===== config.mk =====
export PLATFORM = sky130hd
export DESIGN_NAME = optimal_threshold_search_top
export DESIGN_NICKNAME = d
export VERILOG_FILES = /design/src/rtl/core/ots_pkg.sv /design/src/rtl/core/ots_div.sv /design/src/rtl/core/ots_datapath.sv /design/src/rtl/core/ots_ctrl.sv /design/src/rtl/core/optimal_threshold_search_top.sv
export SDC_FILE = /design/constraint.sdc
export NUM_CORES = 2
export LEC_CHECK = 0
export ABC_AREA = 0
export CAP_MARGIN = 5
export CORE_MARGIN = 2
export CORE_UTILIZATION = 55
export CTS_BUF_LIST = sky130_fd_sc_hd__clkbuf_4
export CTS_CLUSTER_SIZE = 40
export DETAILED_ROUTE_END_ITERATION = 8
export DONT_BUFFER_PORTS = 1
export HOLD_SLACK_MARGIN = 0.1
export PLACE_DENSITY = 0.83
export SETUP_SLACK_MARGIN = 0.1
export SLEW_MARGIN = 20
export SYNTH_ARGS = -nofsm -noshare
export SYNTH_HDL_FRONTEND = slang
export SYNTH_SLANG_ARGS = --single-unit

===== constraint.sdc =====
create_clock -name clk -period 8.8 [get_ports clk]
set_input_delay 0.44 -clock clk [delete_from_list [all_inputs] [get_ports clk]]
set_output_delay 0.44 -clock clk [all_outputs]
set_load 0.01 [all_outputs]

===== src/rtl/core/ots_pkg.sv =====
// Shared types and constants for the threshold search block.
`timescale 1ns / 1ps
`default_nettype none
package ots_pkg;

    localparam int DivNumW = 57;
    localparam int DivDenW = 33;
    localparam int DivSteps = DivNumW;
    localparam int DivCntW = $clog2(DivSteps);
    localparam int AccW = DivNumW + 1;

    localparam logic [31:0] InfScore = 32'hFFFF_FFFF;
    localparam logic [31:0] MaxFinite = 32'hFFFF_FFFE;
    localparam logic [32:0] OneQ16 = 33'h0_0001_0000;
    localparam logic [31:0] ParamReset = 32'h0100_0000;

    localparam logic [1:0] CritWeighted = 2'd0;
    localparam logic [1:0] CritNoPrior = 2'd1;
    localparam logic [1:0] CritLimitC1 = 2'd2;
    localparam logic [1:0] CritLimitC0 = 2'd3;

    localparam logic [1:0] RegCriterion = 2'd0;
    localparam logic [1:0] RegTradeoff = 2'd1;
    localparam logic [1:0] RegTotal0 = 2'd2;
    localparam logic [1:0] RegTotal1 = 2'd3;

    typedef enum logic [3:0] {
        ST_IDLE,
        ST_INIT,
        ST_COMPARE,
        ST_UPDATE,
        ST_MUL,
        ST_DIV_A,
        ST_WAIT_A,
        ST_DIV_B,
        ST_WAIT_B,
        ST_SCORE,
        ST_FINAL
    } state_t;

    typedef struct packed {
        logic capture;
        logic init;
        logic compare;
        logic update;
        logic mul;
        logic div_a;
        logic div_b;
        logic acc_add;
        logic set_first;
        logic set_pending;
        logic final_out;
    } cmd_t;

    typedef struct packed {
        logic inf;
        logic no_prior;
        logic div_done;
        logic last;
        logic out_busy;
    } status_t;

endpackage
`default_nettype wire


===== src/rtl/core/ots_div.sv =====
// Restoring divider, one quotient bit per cycle.
`timescale 1ns / 1ps
`default_nettype none
module ots_div
    import ots_pkg::*;
(
    input  wire logic               clk,
    input  wire logic               rst_n,
    input  wire logic               start,
    input  wire logic [DivNumW-1:0] numer,
    input  wire logic [DivDenW-1:0] denom,
    output logic                    done,
    output logic [DivNumW-1:0]      quot
);

    logic [DivNumW-1:0] num_reg;
    logic [DivDenW-1:0] den_reg;
    logic [DivDenW-1:0] rem_reg;
    logic [DivCntW-1:0] cnt_reg;
    logic               busy_reg;
    logic               done_reg;
    logic [DivDenW:0]   trial;
    logic [DivDenW:0]   diff;
    logic               ge;

    assign trial = {rem_reg, num_reg[DivNumW-1]};
    assign diff = trial - {1'b0, den_reg};
    assign ge = trial >= {1'b0, den_reg};

    always_ff @(posedge clk or negedge rst_n)
    begin
        if (!rst_n)
        begin
            busy_reg <= 1'b0;
            done_reg <= 1'b0;
            cnt_reg <= '0;
        end
        else if (start)
        begin
            busy_reg <= 1'b1;
            done_reg <= 1'b0;
            cnt_reg <= '0;
        end
        else if (busy_reg)
        begin
            cnt_reg <= cnt_reg + 1'b1;
            if (cnt_reg == DivCntW'(DivSteps - 1))
            begin
                busy_reg <= 1'b0;
                done_reg <= 1'b1;
            end
        end
        else
        begin
            done_reg <= 1'b0;
        end
    end

    always_ff @(posedge clk)
    begin
        if (start)
        begin
            num_reg <= numer;
            den_reg <= denom;
            rem_reg <= '0;
        end
        else if (busy_reg)
        begin
            num_reg <= {num_reg[DivNumW-2:0], ge};
            rem_reg <= ge ? diff[DivDenW-1:0] : trial[DivDenW-1:0];
        end
    end

    assign done = done_reg;
    assign quot = num_reg;

endmodule
`default_nettype wire


===== src/rtl/core/ots_datapath.sv =====
// Weights, scoring arithmetic, best-split tracking and result register.
`timescale 1ns / 1ps
`default_nettype none
module ots_datapath
    import ots_pkg::*;
(
    input  wire logic        clk,
    input  wire logic        rst_n,
    input  wire cmd_t        cmd,
    output status_t          status,
    input  wire logic        cfg_we,
    input  wire logic [1:0]  cfg_index,
    input  wire logic [31:0] cfg_data,
    input  wire logic        in_class,
    input  wire logic [31:0] in_value,
    input  wire logic [31:0] in_weight,
    input  wire logic        in_last,
    output logic             out_valid,
    input  wire logic        out_ready,
    output logic [31:0]      out_threshold,
    output logic [31:0]      out_score
);

    logic [1:0]        crit_reg;
    logic [31:0]       param_reg;
    logic [31:0]       t0_reg;
    logic [31:0]       t1_reg;
    logic              cls_reg;
    logic [31:0]       val_reg;
    logic [31:0]       wgt_reg;
    logic              last_reg;
    logic [31:0]       w0_reg;
    logic [31:0]       w1_reg;
    logic [31:0]       pend_reg;
    logic [31:0]       prev_reg;
    logic [31:0]       bscore_reg;
    logic [31:0]       bthr_reg;
    logic [63:0]       prod_reg;
    logic [AccW-1:0]   acc_reg;
    logic              inf_reg;
    logic              ovalid_reg;
    logic [31:0]       othr_reg;
    logic [31:0]       oscore_reg;

    logic [31:0]        mul_op;
    logic [32:0]        tsum;
    logic [40:0]        num_c0;
    logic               inf_c;
    logic [DivNumW-1:0] numer;
    logic [DivDenW-1:0] denom;
    logic               div_start;
    logic               div_done;
    logic [DivNumW-1:0] quot;
    logic [31:0]        score;
    logic [32:0]        w1_sum;
    logic [32:0]        mid_sum;
    logic [31:0]        thr_lo;
    logic [31:0]        thr_hi;
    logic               fin_better;

    function automatic logic [31:0] sat33(input logic [32:0] v);
        logic [31:0] r;
        if (v[32] != v[31])
            r = v[32] ? 32'h8000_0000 : 32'h7FFF_FFFF;
        else
            r = v[31:0];
        return r;
    endfunction

    always_comb
    begin
        case (crit_reg)
            CritLimitC1: mul_op = t1_reg;
            CritLimitC0: mul_op = t0_reg;
            default:     mul_op = w1_reg;
        endcase
    end

    assign tsum = {1'b0, t0_reg} + {1'b0, t1_reg};
    assign num_c0 = {9'b0, w0_reg} + {1'b0, prod_reg[63:24]};

    always_comb
    begin
        case (crit_reg)
            CritWeighted:
            begin
                inf_c = tsum == '0;
                numer = {num_c0, 16'b0};
                denom = tsum;
            end
            CritNoPrior:
            begin
                inf_c = (t0_reg == '0) || (t1_reg == '0);
                numer = {9'b0, w0_reg, 16'b0};
                denom = {1'b0, t0_reg};
            end
            CritLimitC1:
            begin
                inf_c = ({8'b0, w1_reg, 24'b0} > prod_reg) || (t0_reg == '0);
                numer = {9'b0, w0_reg, 16'b0};
                denom = {1'b0, t0_reg};
            end
            default:
            begin
                inf_c = ({8'b0, w0_reg, 24'b0} > prod_reg) || (t1_reg == '0);
                numer = {9'b0, w1_reg, 16'b0};
                denom = {1'b0, t1_reg};
            end
        endcase
        if (cmd.div_b)
        begin
            numer = {1'b0, prod_reg[63:8]};
            denom = {1'b0, t1_reg};
        end
    end

    assign div_start = (cmd.div_a && !inf_c) || cmd.div_b;

    ots_div u_div (
        .clk   (clk),
        .rst_n (rst_n),
        .start (div_start),
        .numer (numer),
        .denom (denom),
        .done  (div_done),
        .quot  (quot)
    );

    assign score = inf_reg ? InfScore :
                   (acc_reg > AccW'(MaxFinite)) ? MaxFinite : acc_reg[31:0];
    assign w1_sum = {1'b0, w1_reg} + {1'b0, wgt_reg};
    assign mid_sum = {prev_reg[31], prev_reg} + {val_reg[31], val_reg};
    assign thr_lo = sat33({val_reg[31], val_reg} - OneQ16);
    assign thr_hi = sat33({val_reg[31], val_reg} + OneQ16);
    assign fin_better = pend_reg < bscore_reg;

    always_ff @(posedge clk or negedge rst_n)
    begin
        if (!rst_n)
        begin
            crit_reg <= CritWeighted;
            param_reg <= ParamReset;
            t0_reg <= '0;
            t1_reg <= '0;
            ovalid_reg <= 1'b0;
        end
        else
        begin
            if (cfg_we)
            begin
                case (cfg_index)
                    RegCriterion: crit_reg <= cfg_data[1:0];
                    RegTradeoff:  param_reg <= cfg_data;
                    RegTotal0:    t0_reg <= cfg_data;
                    RegTotal1:    t1_reg <= cfg_data;
                    default:      crit_reg <= crit_reg;
                endcase
            end
            if (cmd.final_out)
                ovalid_reg <= 1'b1;
            else if (out_ready)
                ovalid_reg <= 1'b0;
        end
    end

    always_ff @(posedge clk)
    begin
        if (cmd.capture)
        begin
            cls_reg <= in_class;
            val_reg <= in_value;
            wgt_reg <= in_weight;
            last_reg <= in_last;
        end
        if (cmd.init)
        begin
            w0_reg <= t0_reg;
            w1_reg <= '0;
        end
        if (cmd.update)
        begin
            if (cls_reg)
                w1_reg <= w1_sum[32] ? 32'hFFFF_FFFF : w1_sum[31:0];
            else
                w0_reg <= (w0_reg > wgt_reg) ? w0_reg - wgt_reg : '0;
        end
        if (cmd.mul)
            prod_reg <= 64'(param_reg) * 64'(mul_op);
        if (cmd.div_a)
        begin
            inf_reg <= inf_c;
            acc_reg <= '0;
        end
        if (cmd.acc_add)
            acc_reg <= acc_reg + {1'b0, quot};
        if (cmd.set_first)
        begin
            bscore_reg <= score;
            bthr_reg <= thr_lo;
        end
        if (cmd.compare && fin_better)
        begin
            bscore_reg <= pend_reg;
            bthr_reg <= mid_sum[32:1];
        end
        if (cmd.set_pending)
        begin
            pend_reg <= score;
            prev_reg <= val_reg;
        end
        if (cmd.final_out)
        begin
            if (fin_better)
            begin
                bscore_reg <= pend_reg;
                bthr_reg <= thr_hi;
            end
            oscore_reg <= fin_better ? pend_reg : bscore_reg;
            othr_reg <= fin_better ? thr_hi : bthr_reg;
        end
    end

    assign status.inf = inf_c;
    assign status.no_prior = crit_reg == CritNoPrior;
    assign status.div_done = div_done;
    assign status.last = last_reg;
    assign status.out_busy = ovalid_reg && !out_ready;

    assign out_valid = ovalid_reg;
    assign out_threshold = othr_reg;
    assign out_score = oscore_reg;

    a_div_den_nonzero: assert property (@(posedge clk) disable iff (!rst_n)
        div_start |-> denom != '0)
        else $error("divider started with zero divisor");

    a_final_sets_valid: assert property (@(posedge clk) disable iff (!rst_n)
        cmd.final_out |=> ovalid_reg)
        else $error("result not presented after final transaction");

    a_final_not_overwrite: assert property (@(posedge clk) disable iff (!rst_n)
        cmd.final_out |-> !(ovalid_reg && !out_ready))
        else $error("pending result overwritten");

endmodule
`default_nettype wire


===== src/rtl/core/ots_ctrl.sv =====
// Sequencer for sample capture, scoring steps and result emission.
`timescale 1ns / 1ps
`default_nettype none
module ots_ctrl
    import ots_pkg::*;
(
    input  wire logic    clk,
    input  wire logic    rst_n,
    input  wire logic    in_valid,
    output logic         in_ready,
    input  wire status_t status,
    output cmd_t         cmd
);

    state_t state_reg;
    state_t state_next;
    logic   first_reg;
    logic   first_next;
    logic   phase_reg;
    logic   phase_next;

    always_ff @(posedge clk or negedge rst_n)
    begin
        if (!rst_n)
        begin
            state_reg <= ST_IDLE;
            first_reg <= 1'b1;
            phase_reg <= 1'b0;
        end
        else
        begin
            state_reg <= state_next;
            first_reg <= first_next;
            phase_reg <= phase_next;
        end
    end

    always_comb
    begin
        state_next = state_reg;
        first_next = first_reg;
        phase_next = phase_reg;
        cmd = '0;
        in_ready = 1'b0;
        case (state_reg)
            ST_IDLE:
            begin
                in_ready = 1'b1;
                if (in_valid)
                begin
                    cmd.capture = 1'b1;
                    state_next = first_reg ? ST_INIT : ST_COMPARE;
                end
            end
            ST_INIT:
            begin
                cmd.init = 1'b1;
                phase_next = 1'b0;
                state_next = ST_MUL;
            end
            ST_COMPARE:
            begin
                cmd.compare = 1'b1;
                state_next = ST_UPDATE;
            end
            ST_UPDATE:
            begin
                cmd.update = 1'b1;
                phase_next = 1'b1;
                state_next = ST_MUL;
            end
            ST_MUL:
            begin
                cmd.mul = 1'b1;
                state_next = ST_DIV_A;
            end
            ST_DIV_A:
            begin
                cmd.div_a = 1'b1;
                state_next = status.inf ? ST_SCORE : ST_WAIT_A;
            end
            ST_WAIT_A:
            begin
                if (status.div_done)
                begin
                    cmd.acc_add = 1'b1;
                    state_next = status.no_prior ? ST_DIV_B : ST_SCORE;
                end
            end
            ST_DIV_B:
            begin
                cmd.div_b = 1'b1;
                state_next = ST_WAIT_B;
            end
            ST_WAIT_B:
            begin
                if (status.div_done)
                begin
                    cmd.acc_add = 1'b1;
                    state_next = ST_SCORE;
                end
            end
            ST_SCORE:
            begin
                if (!phase_reg)
                begin
                    cmd.set_first = 1'b1;
                    first_next = 1'b0;
                    state_next = ST_UPDATE;
                end
                else
                begin
                    cmd.set_pending = 1'b1;
                    state_next = status.last ? ST_FINAL : ST_IDLE;
                end
            end
            ST_FINAL:
            begin
                if (!status.out_busy)
                begin
                    cmd.final_out = 1'b1;
                    first_next = 1'b1;
                    state_next = ST_IDLE;
                end
            end
            default:
            begin
                state_next = ST_IDLE;
            end
        endcase
    end

    a_first_scores_once: assert property (@(posedge clk) disable iff (!rst_n)
        cmd.set_first |-> first_reg)
        else $error("first-split score taken outside a new set");

    a_compare_not_first: assert property (@(posedge clk) disable iff (!rst_n)
        cmd.compare |-> !first_reg)
        else $error("split compared on first sample");

    a_acc_after_done: assert property (@(posedge clk) disable iff (!rst_n)
        cmd.acc_add |-> status.div_done)
        else $error("quotient taken before divider finished");

endmodule
`default_nettype wire


===== src/rtl/core/optimal_threshold_search_top.sv =====
// Top level of the streaming decision-stump threshold search.
`timescale 1ns / 1ps
`default_nettype none
// Samples enter one transaction at a time, sorted by value; the block keeps the
// best split and emits threshold and score after the sample flagged by s_tlast.
// Each sample is scored by a shared restoring divider that retires one quotient
// bit per cycle. The error-without-prior criterion needs two divisions per
// sample, and the first sample of a set scores twice; infinite scores skip the
// divider. A result waits in an output register while the next set streams in.
// Configuration writes are taken every cycle.
module optimal_threshold_search_top
    import ots_pkg::*;
(
    input  wire logic        clk,
    input  wire logic        rst_n,
    input  wire logic        s_tvalid,
    output logic             s_tready,
    input  wire logic [63:0] s_tdata,   // [31:0] sample_value, [63:32] sample_weight
    input  wire logic        s_tuser,   // [0] sample_class
    input  wire logic        s_tlast,
    output logic             m_tvalid,
    input  wire logic        m_tready,
    output logic [63:0]      m_tdata,   // [31:0] best_threshold, [63:32] best_score
    input  wire logic        cfg_valid,
    output logic             cfg_ready,
    input  wire logic [1:0]  cfg_index,
    input  wire logic [31:0] cfg_data
);

    cmd_t        cmd;
    status_t     status;
    logic [31:0] thr;
    logic [31:0] score;

    assign cfg_ready = 1'b1;

    ots_ctrl u_ctrl (
        .clk      (clk),
        .rst_n    (rst_n),
        .in_valid (s_tvalid),
        .in_ready (s_tready),
        .status   (status),
        .cmd      (cmd)
    );

    ots_datapath u_dp (
        .clk           (clk),
        .rst_n         (rst_n),
        .cmd           (cmd),
        .status        (status),
        .cfg_we        (cfg_valid),
        .cfg_index     (cfg_index),
        .cfg_data      (cfg_data),
        .in_class      (s_tuser),
        .in_value      (s_tdata[31:0]),
        .in_weight     (s_tdata[63:32]),
        .in_last       (s_tlast),
        .out_valid     (m_tvalid),
        .out_ready     (m_tready),
        .out_threshold (thr),
        .out_score     (score)
    );

    assign m_tdata = {score, thr};

endmodule
`default_nettype wire

==> impl_metrics.ini <==
[synthesis]
yosysMostFrequentCell = inv_1
synth.avg_cell_area_um2 = 9.307
synthesis.nets = 9912
synthCells = 8288
ys_seq_elements = 681
synth_area_leader_cell = fa_1
synth_cell_types = 86
synth-async-reset-ratio_pct = 16.59
ys_top_cells_by_area = fa_1 23%, edfxtp_1 16%, ha_1 10%, inv_1 5.7%, and2_1 4.6%
ys_seq_area_share_pct = 23.69
synthDominantCellAreaShare_pct = 23.44
yosys-top-cells-count = 1172 x inv_1, 903 x fa_1, 795 x nand2_1
synth_edf_count = 407
synth_warnings = 0
syn-cell-area_um2 = 77140
yosys_most_used_dff = edfxtp_1

[setup_path]
critPathSlowestCell = fa_1
cp_max_fo = 9
crit_path_frequent_cell = fa_1
slowest_delay_ns = 0.56
critPathKind = reg2reg
worstSetupStartpointType = flop
required_ns = 9.59
crit_path_end_kind = flop
arrival_ns = 9.82

[floorplanning]
die_h_um = 378.5
core_area_um2 = 139400
die_w_um = 378.5
start_util_pct = 55.35
ios = 172
num_rows = 137
dieArea_um2 = 143300

[final_layout]
area_growth_pct = 12.97
final_util_pct = 62.53
layout-drive-gt1-share_pct = 12.03
final_area_um2 = 87140
fillers = 10890
layoutNonFillerInstCount = 10730
nNetsFinal = 10310
largest_reg_flops = 64

[global_routing]
grt_pass1_vias = 67020
grt_start_max_net_pins = 100
grt_use_total_pct = 33.95
grt_antenna_before_repair = 10
grt_pass1_wl_um = 376700
gr-total-overflow = 0

[clock_network]
h-tree-depth = 4
clock_latency_ns = 1.18
path_clk_slew_ns = 0.08
cts_sinks = 681
cts_buffers = 177
clockBufferDepth = 3
cts_tree = done
cts-root-buf = clkbuf_4

[detailed_routing]
routedWlPerCell_um = 22.87
dr.first_iter.drc_count = 7013
vias = 65520
drc = 0
antenna_left = 0
wl_um = 245300
first_pass_iters = 9
vias_per_cell = 6.109

[placement]
io_buffer_count = 0
place_area_um2 = 81180
detailed_place_hpwl_um = 184600
dp.cells = 10140
gp_congestion = 1.044

[run_status]
status = complete, but fails checks
violations = negative setup slack

[timing]
slew_headroom_pct = 21.92
tightest_slew_ns = 1.159
setup_viol = 10
fin_crit_ns = 9.034
clock.fmax_ghz = 0.1107
final.setup_skew_ns = 0.1381
period_share_pct = 102.7
slew_viol_final = 0
hold_viol_final = 0
hold_slack_ns = 0.1852
rsz0062_at_grt = true
setup_slack_ns = -0.2340

[flow_run]
cap_violations = 0

[worst_hold_path]
hold_class = in2reg
logic make-up (layout without fill, tap and decap cells):
group	after synthesis	after routing	synth area share, %
xor+xnor	269	269	3.054
fa+ha+maj	1519	1519	33.43
compound gates	1516	1516	12.88
mux	216	216	3.056
simple gates	2509	2509	16.17
other cells	1	11	0.004862
buf+inv	1577	2128	7.713
flops	681	681	23.69
area by class of cell:
type	instances	area [µm²]	area share, %
multi-input combinational	6030	53790	61.72
antenna	10	25.02	0.02872
inverter	1174	4408	5.058
clock buffer	262	1967	2.257
timing repair buffer	625	5879	6.747
tap	1876	2347	2.694
sequential	681	18280	20.97
clock inverter	67	450.4	0.5169
what timing repair did:
item                       CTS  global route
resized for setup          114            87
hold buffers               206             0
pin swaps                  131            45
setup endpoints to repair   21            23
gates cloned                 4             6
setup buffers               15            16
hold endpoints to repair   348             0
layout by cell type (no fill, tap or decap), types with 54 or more instances in the layout:
master	count
buf_4	357
mux2i_1	75
nand3_1	92
nor2_1	438
nand2b_1	91
a21o_1	166
dfxtp_1	161
nor3_1	94
fa_1	890
o21ai_0	262
clkbuf_4	263
xnor2_1	158
inv_1	1156
and2_1	558
nand2_1	778
mux2_2	136
a21oi_1	420
dlygate4sd3_1	204
xor2_1	111
nor2b_1	122
a211oi_1	64
edfxtp_1	407
ha_1	593
o211ai_1	59
dfrtp_1	109
nand4_1	80
o21a_1	54
per-stage QoR:
step                       TNS, ns  worst slack [ns]
after global routing        -5.184           -0.4944
after floorplan                  0            0.1116
final                       -1.163           -0.2340
after global placement      -2.634           -0.3278
after detailed placement    -5.056           -0.4770
after CTS                 -0.06881          -0.03864
critical path, delay by kind of cell, from the launching register on:
kind	cells	cell delay, ns
adder cells (fa/ha/maj)	10	4.46
AO/OA/AOI/OAI	8	1.80
AND/OR/NAND/NOR	5	1.21
buffers and inverters	5	0.61
flip-flops	1	0.46
XOR/XNOR	1	0.15
layer usage:
metal	GRT usage [%]	vias to the layer above	wire length (µm)	part of all wire, %
met5	0	-	33	0.013
met4	16.76	6	13330	5.4
met3	8.429	962	27640	11
met2	54.68	3890	113200	46
met1	42.59	32090	91110	37
li1	-	28580	-	-
worst paths after layout:
check / cells past startpoint / from / end / slack (ns)
setup / recovery: 29 / u_dp.crit_reg[1] / u_dp.prod_reg[62] / -0.23
hold / removal: 2 / cfg_data[5] / u_dp.t0_reg[5] / 0.19
setup reg to reg: 29 / u_dp.crit_reg[1] / u_dp.prod_reg[62] / -0.23
hold reg to reg: 2 / u_dp.pend_reg[0] / u_dp.bscore_reg[0] / 0.47
max in group asynchronous: 4 / rst_n / u_dp.crit_reg[1] / 7.34
min in group asynchronous: 3 / rst_n / u_dp.t0_reg[14] / 0.63
Power is not shown: default switching activity piles up to over one toggle a cycle in this logic, so the estimate is an artifact.
